<file path="config.mk">
export PLATFORM = sky130hd
export DESIGN_NAME = uart_receiver_with_fifo_flat
export DESIGN_NICKNAME = d
export VERILOG_FILES = /design/src/urx_pkg.sv /design/src/urx_tick_if.sv /design/src/urx_result_if.sv /design/src/urx_ram.sv /design/src/urx_front.sv /design/src/urx_cmd_queue.sv /design/src/urx_back.sv /design/src/uart_receiver_with_fifo.sv /design/src/flat_wrapper.sv
export SDC_FILE = /design/constraint.sdc
export NUM_CORES = 1
export LEC_CHECK = 0
export BUFFER_PORTS_ARGS = -buffer_cell sky130_fd_sc_hd__buf_2
export CAP_MARGIN = 10
export CORE_ASPECT_RATIO = 0.5
export CORE_UTILIZATION = 40
export DETAILED_ROUTE_END_ITERATION = 10
export GPL_ROUTABILITY_DRIVEN = 1
export PLACE_DENSITY = 0.57
export SETUP_SLACK_MARGIN = 0.4
export SLEW_MARGIN = 10
export SYNTH_ARGS = -nofsm -noshare
export SYNTH_HDL_FRONTEND = slang
export SYNTH_SLANG_ARGS = --single-unit
</file>
<file path="constraint.sdc">
create_clock -name clk -period 4.05 [get_ports clk]
set_input_delay 0.405 -clock clk [delete_from_list [all_inputs] [get_ports clk]]
set_output_delay 0.405 -clock clk [all_outputs]
set_load 0.1 [all_outputs]
</file>
<file path="src/urx_pkg.sv">
// Shared types, constants and helper functions of the UART receiver with receive buffer.
// Used by the result interface and every module of the block but urx_ram; depends on nothing.
`default_nettype none

package urx_pkg;

	// Receive buffer geometry. One slot stays unused, so at most BUF_DEPTH-1 bytes are held.
	localparam int unsigned BUF_DEPTH = 64;
	localparam int unsigned PTR_W     = $clog2(BUF_DEPTH);

	localparam int unsigned DATA_W = 8;
	localparam int unsigned FILL_W = 6;
	localparam int unsigned DLY_W  = 16;
	localparam int unsigned BITS_W = 4;

	localparam logic [BITS_W-1:0] BITS_PER_BYTE = 4'd8;

	// Configuration register indexes and reset values.
	localparam int unsigned CFG_IDX_W = 2;
	localparam logic [CFG_IDX_W-1:0] REG_CENTER_DELAY = 2'd0;
	localparam logic [CFG_IDX_W-1:0] REG_BIT_PERIOD   = 2'd1;
	localparam logic [CFG_IDX_W-1:0] REG_STOP_DELAY   = 2'd2;

	localparam logic [DLY_W-1:0] CENTER_DELAY_RST = 16'd833;
	localparam logic [DLY_W-1:0] BIT_PERIOD_RST   = 16'd1667;
	localparam logic [DLY_W-1:0] STOP_DELAY_RST   = 16'd1667;

	// Command queue between the receive front end and the buffer back end.
	localparam int unsigned CMDQ_DEPTH = 4;
	localparam int unsigned CMDQ_PTR_W = $clog2(CMDQ_DEPTH);

	typedef enum logic [1:0] {
		PH_IDLE,
		PH_CENTER,
		PH_BITS,
		PH_STOP
	} rx_phase_t;

	typedef struct packed {
		logic                 we;
		logic [CFG_IDX_W-1:0] index;
		logic [DLY_W-1:0]     data;
	} cfg_wr_t;

	// One command per tick: the pop request and, at the end of a byte, the byte to store.
	typedef struct packed {
		logic              pop;
		logic              store;
		logic [DATA_W-1:0] data;
	} cmd_t;

	typedef struct packed {
		logic              we;
		logic [PTR_W-1:0]  waddr;
		logic [DATA_W-1:0] wdata;
		logic              re;
		logic [PTR_W-1:0]  raddr;
	} ram_req_t;

	// A delay of zero behaves as a delay of one.
	function automatic logic [DLY_W-1:0] load_delay(input logic [DLY_W-1:0] v);
		return (v == '0) ? DLY_W'(1) : v;
	endfunction

	function automatic logic [PTR_W-1:0] next_slot(input logic [PTR_W-1:0] p);
		return (p == PTR_W'(BUF_DEPTH - 1)) ? '0 : p + PTR_W'(1);
	endfunction

endpackage

`default_nettype wire

</file>
<file path="src/urx_tick_if.sv">
// Input channel of the UART receiver: one item per sampled line tick.
// Depends on nothing but the valid/ready handshake convention.
`default_nettype none

interface urx_tick_if;
	logic valid;
	logic ready;
	logic line_level;
	logic pop_request;

	modport source(output valid, output line_level, output pop_request, input ready);
	modport sink(input valid, input line_level, input pop_request, output ready);
endinterface

`default_nettype wire

</file>
<file path="src/urx_result_if.sv">
// Output channel of the UART receiver: one result item per input tick.
// Widths come from urx_pkg.
`default_nettype none

interface urx_result_if;
	logic                        valid;
	logic                        ready;
	logic                        pop_valid;
	logic [urx_pkg::DATA_W-1:0]  pop_data;
	logic [urx_pkg::FILL_W-1:0]  fill_level;

	modport source(output valid, output pop_valid, output pop_data, output fill_level,
		input ready);
	modport sink(input valid, input pop_valid, input pop_data, input fill_level,
		output ready);
endinterface

`default_nettype wire

</file>
<file path="src/urx_ram.sv">
// Generic single-write, single-read RAM with registered read data.
// Stand-alone; no package dependency.
`default_nettype none

module urx_ram #(
	parameter int unsigned WIDTH = 8,
	parameter int unsigned DEPTH = 64
) (
	input  logic                     clk,
	input  logic                     we,
	input  logic [$clog2(DEPTH)-1:0] waddr,
	input  logic [WIDTH-1:0]         wdata,
	input  logic                     re,
	input  logic [$clog2(DEPTH)-1:0] raddr,
	output logic [WIDTH-1:0]         rdata
);

	logic [WIDTH-1:0] mem_q [DEPTH];

	always_ff @(posedge clk) begin
		if (we) begin
			mem_q[waddr] <= wdata;
		end
		if (re) begin
			rdata <= mem_q[raddr];
		end
	end

endmodule

`default_nettype wire

</file>
<file path="src/urx_front.sv">
// Receive front end: delay registers, bit timing state machine and byte assembly.
// Turns every accepted tick into one command for the buffer back end; uses urx_pkg.
`default_nettype none

module urx_front (
	input  logic              clk,
	input  logic              arst_n,
	input  urx_pkg::cfg_wr_t  cfg,
	input  logic              in_valid,
	output logic              in_ready,
	input  logic              line_level,
	input  logic              pop_request,
	output logic              push_valid,
	input  logic              push_ready,
	output urx_pkg::cmd_t     push_cmd
);

	logic [urx_pkg::DLY_W-1:0]  center_q;
	logic [urx_pkg::DLY_W-1:0]  period_q;
	logic [urx_pkg::DLY_W-1:0]  stop_q;
	urx_pkg::rx_phase_t         phase_q;
	urx_pkg::rx_phase_t         phase_d;
	logic [urx_pkg::DLY_W-1:0]  cnt_q;
	logic [urx_pkg::DLY_W-1:0]  cnt_d;
	logic [urx_pkg::DLY_W-1:0]  cnt_dec;
	logic [urx_pkg::BITS_W-1:0] bits_q;
	logic [urx_pkg::BITS_W-1:0] bits_d;
	logic [urx_pkg::BITS_W-1:0] bits_dec;
	logic [urx_pkg::DATA_W-1:0] shift_q;
	logic [urx_pkg::DATA_W-1:0] shift_d;
	logic [urx_pkg::DATA_W-1:0] shift_in;
	logic                       cnt_zero;
	logic                       last_bit;
	logic                       store;
	logic                       accept;

	assign accept     = in_valid && push_ready;
	assign in_ready   = push_ready;
	assign push_valid = in_valid;

	assign cnt_dec  = cnt_q - urx_pkg::DLY_W'(1);
	assign cnt_zero = (cnt_dec == '0);
	assign bits_dec = bits_q - urx_pkg::BITS_W'(1);
	assign last_bit = (bits_dec == '0);
	assign shift_in = {line_level, shift_q[urx_pkg::DATA_W-1:1]};

	always_comb begin
		phase_d = phase_q;
		unique case (phase_q)
			urx_pkg::PH_IDLE: begin
				if (!line_level) begin
					phase_d = urx_pkg::PH_CENTER;
				end
			end
			urx_pkg::PH_CENTER: begin
				if (cnt_zero) begin
					phase_d = urx_pkg::PH_BITS;
				end
			end
			urx_pkg::PH_BITS: begin
				if (cnt_zero && last_bit) begin
					phase_d = urx_pkg::PH_STOP;
				end
			end
			urx_pkg::PH_STOP: begin
				if (cnt_zero) begin
					phase_d = urx_pkg::PH_IDLE;
				end
			end
			default: phase_d = urx_pkg::PH_IDLE;
		endcase
	end

	always_comb begin
		cnt_d   = cnt_q;
		bits_d  = bits_q;
		shift_d = shift_q;
		store   = 1'b0;
		unique case (phase_q)
			urx_pkg::PH_IDLE: begin
				if (!line_level) begin
					cnt_d = urx_pkg::load_delay(center_q);
				end
			end
			urx_pkg::PH_CENTER: begin
				cnt_d = cnt_dec;
				if (cnt_zero) begin
					cnt_d   = urx_pkg::load_delay(period_q);
					bits_d  = urx_pkg::BITS_PER_BYTE;
					shift_d = '0;
				end
			end
			urx_pkg::PH_BITS: begin
				cnt_d = cnt_dec;
				if (cnt_zero) begin
					shift_d = shift_in;
					bits_d  = bits_dec;
					if (last_bit) begin
						store = 1'b1;
						cnt_d = urx_pkg::load_delay(stop_q);
					end else begin
						cnt_d = urx_pkg::load_delay(period_q);
					end
				end
			end
			urx_pkg::PH_STOP: begin
				cnt_d = cnt_dec;
			end
			default: cnt_d = cnt_q;
		endcase
	end

	assign push_cmd = '{pop: pop_request, store: store, data: shift_in};

	always_ff @(posedge clk or negedge arst_n) begin
		if (!arst_n) begin
			center_q <= urx_pkg::CENTER_DELAY_RST;
			period_q <= urx_pkg::BIT_PERIOD_RST;
			stop_q   <= urx_pkg::STOP_DELAY_RST;
		end else if (cfg.we) begin
			case (cfg.index)
				urx_pkg::REG_CENTER_DELAY: center_q <= cfg.data;
				urx_pkg::REG_BIT_PERIOD:   period_q <= cfg.data;
				urx_pkg::REG_STOP_DELAY:   stop_q   <= cfg.data;
				default: ;
			endcase
		end
	end

	always_ff @(posedge clk or negedge arst_n) begin
		if (!arst_n) begin
			phase_q <= urx_pkg::PH_IDLE;
			cnt_q   <= '0;
			bits_q  <= '0;
			shift_q <= '0;
		end else if (accept) begin
			phase_q <= phase_d;
			cnt_q   <= cnt_d;
			bits_q  <= bits_d;
			shift_q <= shift_d;
		end
	end

endmodule

`default_nettype wire

</file>
<file path="src/urx_cmd_queue.sv">
// Short command queue between the receive front end and the buffer back end.
// Flip-flop storage, one push and one pop per cycle; uses urx_pkg.
`default_nettype none

module urx_cmd_queue (
	input  logic          clk,
	input  logic          arst_n,
	input  logic          push_valid,
	output logic          push_ready,
	input  urx_pkg::cmd_t push_cmd,
	output logic          pop_valid,
	input  logic          pop_ready,
	output urx_pkg::cmd_t pop_cmd
);

	urx_pkg::cmd_t                 mem_q [urx_pkg::CMDQ_DEPTH];
	logic [urx_pkg::CMDQ_PTR_W-1:0] wr_q;
	logic [urx_pkg::CMDQ_PTR_W-1:0] rd_q;
	logic [urx_pkg::CMDQ_PTR_W:0]   count_q;
	logic                          do_push;
	logic                          do_pop;

	assign push_ready = (count_q != (urx_pkg::CMDQ_PTR_W + 1)'(urx_pkg::CMDQ_DEPTH));
	assign pop_valid  = (count_q != '0);
	assign pop_cmd    = mem_q[rd_q];
	assign do_push    = push_valid && push_ready;
	assign do_pop     = pop_valid && pop_ready;

	always_ff @(posedge clk) begin
		if (do_push) begin
			mem_q[wr_q] <= push_cmd;
		end
	end

	// The depth is a power of two, so the pointers wrap on their own.
	always_ff @(posedge clk or negedge arst_n) begin
		if (!arst_n) begin
			wr_q    <= '0;
			rd_q    <= '0;
			count_q <= '0;
		end else begin
			if (do_push) begin
				wr_q <= wr_q + urx_pkg::CMDQ_PTR_W'(1);
			end
			if (do_pop) begin
				rd_q <= rd_q + urx_pkg::CMDQ_PTR_W'(1);
			end
			if (do_push && !do_pop) begin
				count_q <= count_q + (urx_pkg::CMDQ_PTR_W + 1)'(1);
			end else if (do_pop && !do_push) begin
				count_q <= count_q - (urx_pkg::CMDQ_PTR_W + 1)'(1);
			end
		end
	end

endmodule

`default_nettype wire

</file>
<file path="src/urx_back.sv">
// Buffer back end: ring buffer pointers, pop and store decisions and the result register.
// Drives the byte RAM through a request struct; uses urx_pkg.
`default_nettype none

module urx_back (
	input  logic                       clk,
	input  logic                       arst_n,
	input  logic                       cmd_valid,
	output logic                       cmd_ready,
	input  urx_pkg::cmd_t              cmd,
	output urx_pkg::ram_req_t          ram_req,
	input  logic [urx_pkg::DATA_W-1:0] ram_rdata,
	output logic                       out_valid,
	input  logic                       out_ready,
	output logic                       out_pop_valid,
	output logic [urx_pkg::DATA_W-1:0] out_pop_data,
	output logic [urx_pkg::FILL_W-1:0] out_fill
);

	logic [urx_pkg::PTR_W-1:0] rp_q;
	logic [urx_pkg::PTR_W-1:0] wp_q;
	logic [urx_pkg::PTR_W-1:0] rp_n;
	logic [urx_pkg::PTR_W-1:0] wp_n;
	logic [urx_pkg::PTR_W:0]   fill_wide;
	logic                      valid_s2;
	logic                      pop_valid_s2;
	logic [urx_pkg::FILL_W-1:0] fill_s2;
	logic                      advance;
	logic                      pop_ok;
	logic                      store_ok;

	assign cmd_ready = !valid_s2 || out_ready;
	assign advance   = cmd_valid && cmd_ready;

	// The pop goes first; a store may then use the slot the pop has freed.
	assign pop_ok   = cmd.pop && (rp_q != wp_q);
	assign rp_n     = pop_ok ? urx_pkg::next_slot(rp_q) : rp_q;
	assign store_ok = cmd.store && (urx_pkg::next_slot(wp_q) != rp_n);
	assign wp_n     = store_ok ? urx_pkg::next_slot(wp_q) : wp_q;

	always_comb begin
		if (wp_n >= rp_n) begin
			fill_wide = {1'b0, wp_n} - {1'b0, rp_n};
		end else begin
			fill_wide = {1'b0, wp_n} + (urx_pkg::PTR_W + 1)'(urx_pkg::BUF_DEPTH) - {1'b0, rp_n};
		end
	end

	// A popped entry and the stored entry never coincide, since a pop needs rp != wp.
	assign ram_req = '{
		we:    advance && store_ok,
		waddr: wp_q,
		wdata: cmd.data,
		re:    advance && pop_ok,
		raddr: rp_q
	};

	// The RAM is read only when a result is loaded, so its data holds during a stall.
	assign out_valid     = valid_s2;
	assign out_pop_valid = pop_valid_s2;
	assign out_pop_data  = pop_valid_s2 ? ram_rdata : '0;
	assign out_fill      = fill_s2;

	always_ff @(posedge clk or negedge arst_n) begin
		if (!arst_n) begin
			rp_q         <= '0;
			wp_q         <= '0;
			valid_s2     <= 1'b0;
			pop_valid_s2 <= 1'b0;
		end else begin
			if (advance) begin
				rp_q         <= rp_n;
				wp_q         <= wp_n;
				pop_valid_s2 <= pop_ok;
			end
			if (cmd_ready) begin
				valid_s2 <= cmd_valid;
			end
		end
	end

	always_ff @(posedge clk) begin
		if (advance) begin
			fill_s2 <= urx_pkg::FILL_W'(fill_wide);
		end
	end

endmodule

`default_nettype wire

</file>
<file path="src/uart_receiver_with_fifo.sv">
// UART 8N1 receiver with a receive ring buffer.
// Ticks enter on the ticks channel: each item is one sample of the receive line plus a
// pop request. Results leave on the results channel, exactly one per tick, in order: the
// popped byte (zero when nothing was popped) and the buffer fill level after that tick.
// A low level while idle starts a byte; after center_delay ticks the eight data bits are
// sampled bit_period ticks apart, LSB first, and the block then waits stop_delay ticks.
// A byte that finds the buffer full (BUF_DEPTH-1 bytes held) is dropped.
// Throughput is one tick per clock cycle while results are taken. An accepted tick is
// held in the command queue; the back end then loads its result into the result register,
// together with the registered read of the byte RAM.
// Delay registers are written on cfg_we/cfg_index/cfg_data and take effect the next time
// that delay is loaded. Reset restores the delay defaults, empties the buffer and idles
// the receiver; the byte RAM itself is not cleared and no sweep is needed.
// When the results side stalls, the four-entry command queue keeps taking ticks; once it
// is full, ticks.ready drops until results are taken again.
// Depends on urx_pkg, urx_tick_if, urx_result_if, urx_ram, urx_front, urx_cmd_queue, urx_back.
`default_nettype none

module uart_receiver_with_fifo (
	input  logic                          clk,
	input  logic                          arst_n,
	urx_tick_if.sink                      ticks,
	urx_result_if.source                  results,
	input  logic                          cfg_we,
	input  logic [urx_pkg::CFG_IDX_W-1:0] cfg_index,
	input  logic [urx_pkg::DLY_W-1:0]     cfg_data
);

	urx_pkg::cfg_wr_t           cfg;
	logic                       q_push_valid;
	logic                       q_push_ready;
	urx_pkg::cmd_t              q_push_cmd;
	logic                       q_pop_valid;
	logic                       q_pop_ready;
	urx_pkg::cmd_t              q_pop_cmd;
	urx_pkg::ram_req_t          ram_req;
	logic [urx_pkg::DATA_W-1:0] ram_rdata;

	assign cfg = '{we: cfg_we, index: cfg_index, data: cfg_data};

	urx_front u_front (
		.clk         (clk),
		.arst_n      (arst_n),
		.cfg         (cfg),
		.in_valid    (ticks.valid),
		.in_ready    (ticks.ready),
		.line_level  (ticks.line_level),
		.pop_request (ticks.pop_request),
		.push_valid  (q_push_valid),
		.push_ready  (q_push_ready),
		.push_cmd    (q_push_cmd)
	);

	urx_cmd_queue u_cmd_queue (
		.clk        (clk),
		.arst_n     (arst_n),
		.push_valid (q_push_valid),
		.push_ready (q_push_ready),
		.push_cmd   (q_push_cmd),
		.pop_valid  (q_pop_valid),
		.pop_ready  (q_pop_ready),
		.pop_cmd    (q_pop_cmd)
	);

	urx_back u_back (
		.clk           (clk),
		.arst_n        (arst_n),
		.cmd_valid     (q_pop_valid),
		.cmd_ready     (q_pop_ready),
		.cmd           (q_pop_cmd),
		.ram_req       (ram_req),
		.ram_rdata     (ram_rdata),
		.out_valid     (results.valid),
		.out_ready     (results.ready),
		.out_pop_valid (results.pop_valid),
		.out_pop_data  (results.pop_data),
		.out_fill      (results.fill_level)
	);

	urx_ram #(
		.WIDTH (urx_pkg::DATA_W),
		.DEPTH (urx_pkg::BUF_DEPTH)
	) u_byte_ram (
		.clk   (clk),
		.we    (ram_req.we),
		.waddr (ram_req.waddr),
		.wdata (ram_req.wdata),
		.re    (ram_req.re),
		.raddr (ram_req.raddr),
		.rdata (ram_rdata)
	);

	// A stored byte must never land on the entry that is being popped.
	a_no_rw_collision: assert property (@(posedge clk) disable iff (!arst_n)
		ram_req.we && ram_req.re |-> ram_req.waddr != ram_req.raddr)
		else $error("byte RAM written and read at the same entry");

	// Every RAM read belongs to a result that reports a successful pop.
	a_read_gives_pop: assert property (@(posedge clk) disable iff (!arst_n)
		ram_req.re |=> results.valid && results.pop_valid)
		else $error("RAM read without a matching pop result");

	// A result can only be loaded from a command that the queue actually holds.
	a_result_from_queue: assert property (@(posedge clk) disable iff (!arst_n)
		!$past(q_pop_valid) && !$past(results.valid) |-> !results.valid)
		else $error("result appeared without a queued command");

endmodule

`default_nettype wire

</file>
<file path="src/flat_wrapper.sv">
// flat-port wrapper written by rule: the top's interface ports become plain ports
module uart_receiver_with_fifo_flat 
  (clk, arst_n, cfg_we, cfg_index, cfg_data, ticks_valid, ticks_line_level, ticks_pop_request, ticks_ready, results_valid, results_pop_valid, results_pop_data, results_fill_level, results_ready);
  urx_tick_if ticks_i ();
  urx_result_if results_i ();
  input  logic clk;
  input  logic arst_n;
  input  logic cfg_we;
  input  logic [urx_pkg::CFG_IDX_W-1:0] cfg_index;
  input  logic [urx_pkg::DLY_W-1:0] cfg_data;
  input wire logic [$bits(ticks_i.valid)-1:0] ticks_valid;
  input wire logic [$bits(ticks_i.line_level)-1:0] ticks_line_level;
  input wire logic [$bits(ticks_i.pop_request)-1:0] ticks_pop_request;
  output wire logic [$bits(ticks_i.ready)-1:0] ticks_ready;
  output wire logic [$bits(results_i.valid)-1:0] results_valid;
  output wire logic [$bits(results_i.pop_valid)-1:0] results_pop_valid;
  output wire logic [$bits(results_i.pop_data)-1:0] results_pop_data;
  output wire logic [$bits(results_i.fill_level)-1:0] results_fill_level;
  input wire logic [$bits(results_i.ready)-1:0] results_ready;
  assign ticks_i.valid = ticks_valid;
  assign ticks_i.line_level = ticks_line_level;
  assign ticks_i.pop_request = ticks_pop_request;
  assign ticks_ready = ticks_i.ready;
  assign results_valid = results_i.valid;
  assign results_pop_valid = results_i.pop_valid;
  assign results_pop_data = results_i.pop_data;
  assign results_fill_level = results_i.fill_level;
  assign results_i.ready = results_ready;
  uart_receiver_with_fifo u_core (.clk(clk), .arst_n(arst_n), .ticks(ticks_i), .results(results_i), .cfg_we(cfg_we), .cfg_index(cfg_index), .cfg_data(cfg_data));
endmodule
</file>
-- Yosys cells after proc, flatten, opt, wreduce, memory -nomap -nowiden
Memories as Yosys holds them, arrays and structs flattened. A register that Yosys moved wholly into a read port is not among the register bits.
Cells that the tools add are included.
- $add $sub $neg: 11
- order comparisons: 1
- equal/unequal tests: 15
- muxes and demuxes: 34
- reductions and logical operators: 29
- operators by type and width (cell ; count):
    16-bit two-way mux ; 7
    16-bit logical NOT ; 4
    16-bit one-hot mux with 4 select lines ; 1
    6-bit two-way mux ; 5
    8-bit two-way mux ; 3
    6-bit by 1-bit adder with 6-bit output (second input constant) ; 3
    8-bit one-hot mux with 2 select lines ; 1
    16-bit by 1-bit subtractor with 16-bit output (second input constant) ; 1
    6-bit equality test (second input constant) ; 2
    6-bit != test ; 2
    6-bit subtractor ; 2
    2-bit != test (second input constant) ; 5
    1-bit logical AND ; 9
    2-bit two-way mux ; 4
    4-bit two-way mux ; 2
    2-bit one-hot mux with 4 select lines ; 1
    4-bit one-hot mux with 2 select lines ; 1
    2-bit AND reduction ; 4
    1-bit two-way mux ; 7
    2-bit equality test (second input constant) ; 3
    6-bit greater-or-equal comparator ; 1
    3-bit two-way mux ; 2
    5-bit AND reduction ; 1
    2-bit by 1-bit adder with 2-bit output (second input constant) ; 2
    other kinds (12) ; 17
- register bits after elaboration: 105
- bits in writable memories: 552
- input bits: 25
- output and inout port bits: 17
- memories kept: 2
- memories (name ; words ; width ; read ports ; clocked after Yosys merged registers in ; wr ports ; line ; source):
    u_core.u_byte_ram.mem_q ; 64 ; 8 ; 1 ; 1 ; 1 ; urx_ram.sv:18 ; logic [WIDTH-1:0] mem_q [DEPTH];
    u_core.u_cmd_queue.mem_q ; 4 ; 10 ; 1 ; 0 ; 1 ; urx_cmd_queue.sv:16 ; urx_pkg::cmd_t mem_q [urx_pkg::CMDQ_DEPTH];

-- Longest topological paths before layout
Gate-level depths: netlist of run 1.
- depth after elaboration: 9
- depth in mapped cells: 19
- gate-level depth less buffers: 18

-- Hierarchy
From an unflattened synthesis of run 1, not the netlist that was laid out.
- cells, all modules: 1638
- area total of the unflattened synthesis: 28225.8 um^2
- by module, submodules not included (module ; times used ; cells each ; area an instance (um^2)):
    urx_ram ; 1 ; 940 ; 20246.9
    urx_front ; 1 ; 429 ; 4324.1
    urx_cmd_queue ; 1 ; 87 ; 1884.3
    urx_back ; 1 ; 182 ; 1770.4

-- Worst setup path before layout of run 1
No wires, ideal clock.
- path type: flip-flop to flip-flop
- start: register u_core.u_back.rp_q[1] (netlist name)
- end: register u_core.u_back.fill_s2 (netlist bit u_core.u_back.out_fill[5]), data pin
- setup time: 0.264 ns
- data arrival time: 3.897 ns
- data required time: 3.786 ns
- setup slack: -0.111 ns
- stages on the path, launching flop included: 19
- buffers on the path: 1
- clock period less this slack: 4.161 ns
- cell sequence: dfrtp_1 > buf_2 > xnor2_1 > and4_4 > a211o_1 > o2111a_1 > or4_1 > o21ai_0 > nand2_1 > mux2_2 > ha_1 > nor2b_1 > o21ai_0 > a21boi_0 > o21a_1 > nor2_1 > xnor2_1 > and4_1 > nor4_1
- word-level cells in the longest chain between the ends: 9
- ends and longest elaborated chain (item ; line ; source):
    start: declaration ; urx_back.sv:20 ; logic [urx_pkg::PTR_W-1:0] rp_q;
    start signal: assignment ; urx_back.sv:72 ; rp_q <= rp_n;
    6-bit by 1-bit adder with 6-bit output, or another cell as far along ; urx_pkg.sv:66 ; return (p == PTR_W'(BUF_DEPTH - 1)) ? '0 : p + PTR_W'(1);
    6-bit two-way mux or 1-bit logical AND (tied branches) ; urx_pkg.sv:66, urx_back.sv:36 ;
    6-bit two-way mux * ; urx_back.sv:37 ; assign rp_n = pop_ok ? urx_pkg::next_slot(rp_q) : rp_q;
    6-bit != test * ; urx_back.sv:38 ; assign store_ok = cmd.store && (urx_pkg::next_slot(wp_q) != rp_n);
    1-bit logical AND * ; urx_back.sv:38 ;
    6-bit two-way mux * ; urx_back.sv:39 ; assign wp_n = store_ok ? urx_pkg::next_slot(wp_q) : wp_q;
    via u_core.u_back.wp_n, one bit ; urx_back.sv:23 ; logic [urx_pkg::PTR_W-1:0] wp_n;
    6-bit by 1-bit adder with 6-bit output ; urx_back.sv:45 ; fill_wide = {1'b0, wp_n} + (urx_pkg::PTR_W + 1)'(urx_pkg::BUF_DEPTH) - {1'b0, rp_n};
    6-bit subtractor ; urx_back.sv:45 ;
    6-bit two-way mux * ; urx_back.sv:42 ; if (wp_n >= rp_n) begin
    via u_core.u_back.fill_wide, one bit ; urx_back.sv:24 ; logic [urx_pkg::PTR_W:0] fill_wide;
    end signal: assignment ; urx_back.sv:84 ; fill_s2 <= urx_pkg::FILL_W'(fill_wide);
    end: declaration ; urx_back.sv:27 ; logic [urx_pkg::FILL_W-1:0] fill_s2;
The timed path passes the listed nets; every way through them passes the cells marked *.
A chain may end at the register's enable or synchronous reset.

-- Worst setup path in the final report of run 1
- start: register u_core.u_back.rp_q[0] (netlist name)
- end: register u_core.u_back.fill_s2 (netlist bit u_core.u_back.out_fill[5]), data pin
The elaborated chain is that of the path after synthesis.

==> results by stage, run 1 <==
Layout:
- The number of antenna repair diodes is 0.
- In the layout the commonest cells are sky130_fd_sc_hd__edfxtp_1, sky130_fd_sc_hd__buf_4, sky130_fd_sc_hd__mux2i_1.
- The number of nets in the layout is 1,958.
- The area growth from synthesis to layout is 17.24%.
- The most common library cell in the layout ignoring fill and taps is sky130_fd_sc_hd__edfxtp_1.
- Summing all non-filler instances in the final layout gives an area of 32,790 sq um.
- The sequential cell area is 19,470 sq um.
- The proportion of layout cells with a drive suffix above 1 is 26.62%.
- The count of fill cells added during filler insertion is 5,925.
- The multi-input logic area is ~8300 sq um.

Synth:
- The number of flops mapped to enable cells by yosys is 566.
- After synthesis, flip-flops and latches occupy 69.60% of the total area.
- The synthesized design contains 664 register bits.
- Synthesis handed over a netlist of between 1,500 and 2,000 instances.
- The average cell area after synthesis is 16.34 sq um.
- The dominant register cell in the synthesized netlist is sky130_fd_sc_hd__edfxtp_1.
- The library cell with the largest summed area after synthesis is sky130_fd_sc_hd__edfxtp_1.
- The number of nets in the synthesized netlist is 1,761.
- In the synthesized netlist the async set-or-reset flop fraction comes to 14.76%.
- The count of distinct cell types in the synthesized netlist is 74.
- The Yosys warning count is 0.
- The cell area after synthesis is 27,970 sq um.
- The portion of synthesized cell area occupied by the leading cell type is 60.77%.
- Ranked by total cell area, the synthesized netlist is headed by sky130_fd_sc_hd__edfxtp_1, sky130_fd_sc_hd__dfrtp_1, sky130_fd_sc_hd__mux4_2.

Power:
- The worst-case IR drop observed on VDD is 0.4644 mV.
- The analysis attributes to cell leakage a power of about 11 nW.
- The sum of internal, switching and leakage power is 27.09 mW.
- In this run the power density over the cells is 826.2 nW/um^2.

Job:
- The tool flagged a number of max-cap violations equal to 0.

Floorplanning:
- The total area inside the core boundary comes to 69,090 sq um.
- Measured along the y axis, the die boundary spans about 190 um.
- The initial standard-cell utilization of the core is about two fifths.
- After floorplanning, the core was divided into 68 placement rows.
- The die covers 71,050 sq um.
- Measured along the x axis, the die boundary spans 376.0 um.
- For this design the top-level I/O count stands at 42.

Placement:
- The placed instances occupy a cell area of 30,320 sq um.
- The wire-length estimate of the detail-placed layout is 43,410 um.
- Port buffering added 41 buffers.
- The routability-driven placement congestion ratio is 0.8613.
- Timing analysis after detailed placement gives a worst setup slack of -215.9 ps.

Setup path:
- The kind of cell with the highest combined delay on the critical path is simple AND/OR/NAND/NOR gates.
- The most critical setup path has its startpoint at u_core.u_back.rp_q[0].
- At the worst endpoint, the required time is approximately 4500 ps.
- The endpoint arrival time on the critical path is ~4500 ps.
- The critical path contains buffers and inverters numbering 0 combined.
- The sort of element at the end of the critical path is a flop.
- The largest stage delay on the critical path is roughly 550 ps.
- The startpoint identified for the worst register-to-register timing path is u_core.u_back.rp_q[0].
- Walking the worst path, the cells encountered are ha_4, nand2_2, o22a_1, a211o_1, and4_1, or4_4, o21ai_4, nand2_2, mux2_4, ha_4, nor2b_4, o21ai_2, a21boi_2, o21a_1, nor2_2, xnor2_2, o211a_1, nor4_2.
- The cell with the largest stage delay on the worst path is sky130_fd_sc_hd__or4_4.
- The maximum fanout count along the critical path is 4.
- The worst setup path is of the flop to flop kind.
- The element type at the critical path start is a flop.

Drt:
- The number of search-and-repair iterations in the first detailed-routing pass is 5.
- The number of routed nets with antenna violations is 0.
- After the first detailed-routing iteration, the DRC count stood at ~1,600.
- In the routed layout, each cell is associated on average with a via count of 5.607.
- The routed wire length per instance is approximately 24 um.
- After detailed routing, the number of remaining DRC violations is 0.
- The routed layout has between 15,000 and 20,000 vias.
- The final wirelength is 68,350 um.

Run status:
- The run finished, with violations left.
- The checks that failed: setup timing.

Timing:
- Headroom to the max-slew limit came out at 40.55%.
- The final number of hold-violating endpoints came to 0.
- The final setup skew is 27.06 ps.
- For the pin with the worst max-slew slack, the measured transition is 889.0 ps.
- Setup repair after global routing could not meet its margin everywhere.
- Dividing the final minimum period by the clock period gives 101.0%.
- Adding up every negative setup slack in the final design gives -39.49 ps.
- Hold timing on the final database bottoms out at a slack of ~45 ps.
- The setup slack of the critical path after layout is -39.49 ps.
- The number of endpoints failing setup at the final stage is 1.
- The achievable clock frequency is between 200 and 250 MHz.
- The total count of max-transition violations in the final report is 0.
- The time the final worst path needs with I/O delays and setup is 4089 ps.

Global routing:
- The overall routing resource usage is 19.25%.
- Entering global routing, the biggest net connects 65 pins.
- The number of global-route vias before repair is 16,000.
- The first global-routing pass estimated 103,000 um of wire.
- The initial antenna violation count is 0.
- Summed over all layers, the global routing overflow is 0.

Hold path:
- The worst hold path startpoint is cfg_data[4].
- The path type of the worst min-delay path is primary input to flop.

Clock tree:
- The clock slew at the register clock pins of the worst setup and hold paths is 70 ps.
- The clock latency at the later pin of the worst-skew pair is 630 ps.
- Clock tree synthesis found a total of 664 sinks.
- Buffers inserted during clock tree synthesis total 59.
- The H-tree was split into 2 levels.
- The CTS tree is yes.
- The tree is rooted in a sky130_fd_sc_hd__clkbuf_16.
- No sink is reached through more buffers than the 3 on the longest clock path.
==> state kept, by name, indices dropped and copies added (netlist names) <==
register,count
u_core.u_back.out_pop_valid,1
u_core.u_front.stop_q,16
u_core.u_front.phase_q,2
u_core.u_back.rp_q,6
u_core.u_byte_ram.mem_q,512
u_core.u_cmd_queue.count_q,3
u_core.u_front.period_q,16
u_core.u_back.out_fill,6
u_core.u_cmd_queue.wr_q,2
u_core.u_back.wp_q,6
u_core.u_back.out_valid,1
u_core.u_byte_ram.rdata,8
u_core.u_front.bits_q,4
u_core.u_cmd_queue.mem_q,40
u_core.u_front.cnt_q,16
u_core.u_cmd_queue.rd_q,2
u_core.u_front.center_q,16
u_core.u_front.shift_q,7
==> power breakdown <==
group / leakage, nW / internal [mW] / switching [mW]
combinational: 4.20 / 4.19 / 7.26
clock: 0.983 / 3.46 / 2.51
sequential: 6.27 / 9.25 / 0.429
==> metal layers <==
| metal | global-route usage, % | share of wire (%) | wire length [um] |
|---|---|---|---|
| met1 | 28.20 | 46 | 31490 |
| met2 | 29.92 | 46 | 31500 |
| met3 | 3.279 | 5.7 | 3896 |
| met4 | 4.647 | 2.1 | 1460 |
| met5 | 0 | 0 | 0 |
==> per-stage QoR <==
stage | util, % | instances
final | 47.46 | 2902
after global routing | 47.46 | 2902
after CTS | 47.10 | 2895
after detailed placement | 43.89 | 2779
after global placement | 43.89 | 2779
after floorplan | - | 1712
==> layout make-up <==
cell class / count / area share (%)
clock buffer: 75 / 4.815
clock inverter: 34 / 1.374
inverter: 31 / 0.3549
multi-input combinational: 923 / 25.30
sequential: 664 / 59.39
tap: 945 / 3.606
timing repair buffer: 230 / 5.159
==> logic make-up (layout without fill, tap and decap cells) <==
family                   after synthesis  after routing  share of synthesized area (%)
AO/OA/AOI/OAI                        280            281                          7.328
XOR/XNOR                              38             38                          1.239
adder cells (fa/ha/maj)               24             24                          1.127
buffers and inverters                126            370                          1.865
flip-flops                           664            664                          69.60
multiplexers                         268            268                          13.13
AND/OR/NAND/NOR                      312            312                          5.713
==> synth_stat cells (all sizes together) (20+ instances only) <==
cell type	instances
nor2	36
buf	49
xnor2	23
mux2i	134
a21oi	30
a211oi	20
o221ai	78
nand2	86
inv	30
o21ai	46
edfxtp	566
mux4	73
mux2	61
ha	22
dfrtp	84
nor3	78
clkbuf	46
o22ai	26
==> final timing paths <==
path	to	slack [ps]	cells past startpoint
worst min register to register	u_core.u_back.out_valid	490	2
max in group asynchronous	u_core.u_back.rp_q[1]	2730	3
worst max-delay path	u_core.u_back.out_fill[5]	-40	18
worst max register to register	u_core.u_back.out_fill[5]	-40	18
worst min-delay path	u_core.u_front.period_q[4]	40	2
min in group asynchronous	u_core.u_front.bits_q[1]	350	2
==> timing repair <==
| action | in CTS | in global routing |
|---|---|---|
| pin swaps | 17 | 8 |
| hold buffers | 2 | 0 |
| buffers inserted | 5 | 6 |
| endpoints found under the setup margin | 319 | 422 |
| resized for setup | 28 | 41 |
| hold endpoints to repair | 36 | 0 |
| cloned | 0 | 1 |
(Power assumes the default switching activity.)
==> inputs of run 2 (changes only) <==
--- a/config.mk
+++ b/config.mk
@@ -12,6 +12,7 @@
 export DETAILED_ROUTE_END_ITERATION = 10
 export GPL_ROUTABILITY_DRIVEN = 1
 export PLACE_DENSITY = 0.57
+export RECOVER_POWER = 100
 export SETUP_SLACK_MARGIN = 0.4
 export SLEW_MARGIN = 10
 export SYNTH_ARGS = -nofsm -noshare
==> run 2 against run 1 <==
Effect of this change: the flow finishes with violations (capacitance limit, slew limit, setup timing); combinational power about the same; die area stayed put; via count about the same; cell count stayed put; register-to-register slack is essentially flat; maximum frequency is 0.14% lower; sequential share of layout area about the same; total power is essentially flat; sequential power is essentially flat; hold slack gained 1.1 ps; clock-buffer cell count stayed put; critical endpoint unchanged; largest power group unchanged; highest routed layer unchanged.
==> results by stage, run 2 (synthesis gave the netlist of run 1 again) <==
Run status:
- The run finished, with violations left.
- The final reports fail on capacitance limit, slew limit, setup timing.

Timing:
- The relative max-transition margin is -73.45%.
- The total count of max-transition violations in the final report came to 47.
- For this run, the top clock speed supported by timing is 244.2 MHz.
- Setup repair after global routing could not meet its margin everywhere.
- For the finished layout, the period the worst path requires is 4095 ps.
- At the pin with the least slew margin, the transition time is 2602 ps.
- In the finished design, the share of the clock period the worst path needs comes to 101.1%.
- After layout, the worst setup slack is -45.16 ps.
- The number of endpoints failing setup at the final stage is 1.
- The final number of hold-violating endpoints is 0.
- Hold is met by 45.76 ps.
- Between clock sinks in the finished design, the worst skew comes to approximately 26 ps.

Clock tree:
- The clock latency at the later pin of the worst-skew pair is roughly 630 ps.
- The number of sinks on the clock net is between 600 and 700.
- The maximum buffer depth of the clock tree is 3.
- The deepest level of the CTS H-tree is 2.
- The clock slew at the register clock pins of the worst setup and hold paths is 70 ps.
- The buffer type at the clock tree root is sky130_fd_sc_hd__clkbuf_16.
- The total clock buffers created by CTS is 59.
- The CTS tree is yes.

Drt:
- Wire segments on met2 add up to approximately 31,000 um in the final route.
- After detailed routing, the average wire length per cell comes to around 24 um.
- The detailed-route vias per instance is 5.612.
- The routed layout has between 15,000 and 20,000 vias.
- The number of search-and-repair iterations in the first detailed-routing pass is 5.
- The highest metal layer carrying signal wires in the routed design is met4.
- In the detailed route, the total length drawn on met3 is 3912 um.
- The count of nets left with antenna violations once routing finished came out at 0.
- Wires add up to 68,390 um.
- For this block, the initial DRC count from the detailed router was 1,639.
- The detailed router put a total of 31,510 um of wire on met1.
- The number of remaining DRC errors is 0.

Setup path:
- The end of the worst register-to-register path is u_core.u_back.out_fill[5].
- The sum of buffers and inverters on the critical path is 0.
- The startpoint of the worst register-to-register path is u_core.u_back.rp_q[0].
- The minimum setup slack among reg-to-reg paths is -50 ps.
- Among cell families on the critical path, the largest total delay comes from simple AND/OR/NAND/NOR gates.
- The critical path required time is 4500 ps.
- The count of cells along the worst register-to-register path is 18.
- The largest stage delay on the critical path is approximately 550 ps.
- STA classifies the critical path startpoint as a flop.
- Of all nets on the critical path, the largest fanout is 4.
- The critical path is of the flop to flop type.
- The worst setup path is captured at a flop.
- Traced cell by cell, the critical path runs through ha_4, nand2_2, o22a_1, a211o_1, and4_1, or4_4, o21ai_4, nand2_2, mux2_4, ha_4, nor2b_4, o21ai_2, a21boi_2, o21a_1, nor2_2, xnor2_2, o211a_1, nor4_2.
- The cell with the largest stage delay on the worst path is sky130_fd_sc_hd__or4_4.
- STA puts the critical path data arrival time at ~4600 ps.

Global routing:
- The total overflow reported by the global router is 0.
- The initial antenna violation count is 0.
- The number of global-route vias before repair is between 15,000 and 20,000.
- The first global-routing pass estimated 103,000 um of wire.
- Global routing used 19.25% of the available tracks.
- Entering global routing, the biggest net connects 65 pins.

Layout:
- The post-route netlist has between 20% and 30% of its cells at a drive strength greater than 1.
- The repair_antennas step left the layout with diodes totalling 0.
- The area growth from synthesis to layout is 17.15%.
- The library cell used most frequently in the layout, excluding fill and tap cells, is sky130_fd_sc_hd__edfxtp_1.
- The number of nets in the layout is 1,958.
- The flip-flop count of the largest register, all copies and words added is 512.
- The register with the highest flop count is u_core.u_byte_ram.mem_q.
- The top cell types in the final layout, fill and taps aside, are sky130_fd_sc_hd__edfxtp_1, sky130_fd_sc_hd__buf_4, sky130_fd_sc_hd__mux2i_1.
- The summed area of non-filler cells in the final layout is approximately 33,000 sq um.
- The largest registers in the layout are u_core.u_byte_ram.mem_q x512, u_core.u_cmd_queue.mem_q x40.

Floorplanning:
- The floorplan step set the die width to ~380 um.
- The vertical extent of the die is 189.0 um.
- The initial standard-cell utilization of the core is 40.48%.
- During I/O placement, the number of pins put on the boundary was 42.
- The floorplan core area is 69,090 sq um.
- The area of the die is 71,050 sq um.
- The floorplan row count is 68.

Job:
- The max-cap check violation count is 1.

Hold path:
- The depth of the worst hold-timing path is 2.
- The worst hold path startpoint is cfg_data[4].
- The worst hold path terminates at u_core.u_front.period_q[4].
- The tightest min-delay check is of the primary input to flop type.

Placement:
- The cell area after placement is 30,320 sq um.
- Port buffering added 41 buffers.
- The routability-driven placement congestion ratio is roughly 0.86.
- The half-perimeter wire length after detailed placement is 43,410 um.

Power:
- The maximum vdd drop is about 0.46 mV.
- The analysis attributes to cell leakage a power of 11.43 nW.
- Power spread over the standard cell area amounts to 827.0 nW/um^2.
## run 2: repair_timing
item	CTS	global route
setup endpoints to repair	319	422
hold buffers	2	0
pin swaps	17	8
hold endpoints to repair	36	0
gates resized for setup	28	41
cloned	0	1
setup buffers	5	6
## run 2: final cells by class
cell class                 count  area [sq um]
inverter                      31         116.4
tap                          945          1182
fill                        5931         36320
clock inverter                34         450.4
sequential                   664         19470
multi-input combinational    923          8292
timing repair buffer         230          1670
clock buffer                  75          1579
## run 2: worst max-delay path by stage
stage,slack [ps],cells past startpoint,end,startpoint
after global placement,-140,20,u_core.u_back.out_fill[5],u_core.u_back.rp_q[0]
after CTS,-110,18,u_core.u_back.out_fill[5],u_core.u_back.rp_q[0]
after floorplan,80,18,u_core.u_back.out_fill[5],u_core.u_back.rp_q[1]
after detailed placement,-220,20,u_core.u_back.out_fill[5],u_core.u_back.rp_q[0]
after global routing,-220,18,u_core.u_back.out_fill[5],u_core.u_back.rp_q[0]
final,-50,18,u_core.u_back.out_fill[5],u_core.u_back.rp_q[0]
## run 2: per-layer routing
layer,up-vias,track usage (%)
met4,0,4.647
li1,7317,-
met3,114,3.279
met1,8402,28.20
met5,-,0
met2,452,29.92
## run 2: stage by stage
stage	setup slack (ps)	utilization (%)	setup TNS (ps)	instances	total power [mW]
2_1_floorplan	83.12	-	0	1712	16.47
3_3_place_gp	-135.6	43.89	-135.6	2779	20.44
3_5_place_dp	-215.9	43.89	-215.9	2779	20.54
4_1_cts	-110.0	47.10	-110.0	2895	26.76
5_1_grt	-221.2	47.43	-221.2	2902	28.37
6_report	-45.16	47.43	-45.16	2902	27.10
## run 2: where the power goes
part	switching [mW]	leakage (nW)	internal, mW	total, mW
sequential	0.431	6.27	9.25	9.68
clock	2.51	0.983	3.46	5.96
combinational	7.27	4.18	4.18	11.5
total	10.2	11.4	16.9	27.1
## run 2: worst reg2reg max path: cells and delay by family, from the launching register on
kind | cells | cell delay, ps
muxes | 1 | 320
and+or+nand+nor | 7 | 1360
adders and majority gates | 2 | 380
AOI/OAI and AO/OA | 7 | 1290
DFF | 1 | 460
xor gates and xnor gates | 1 | 110
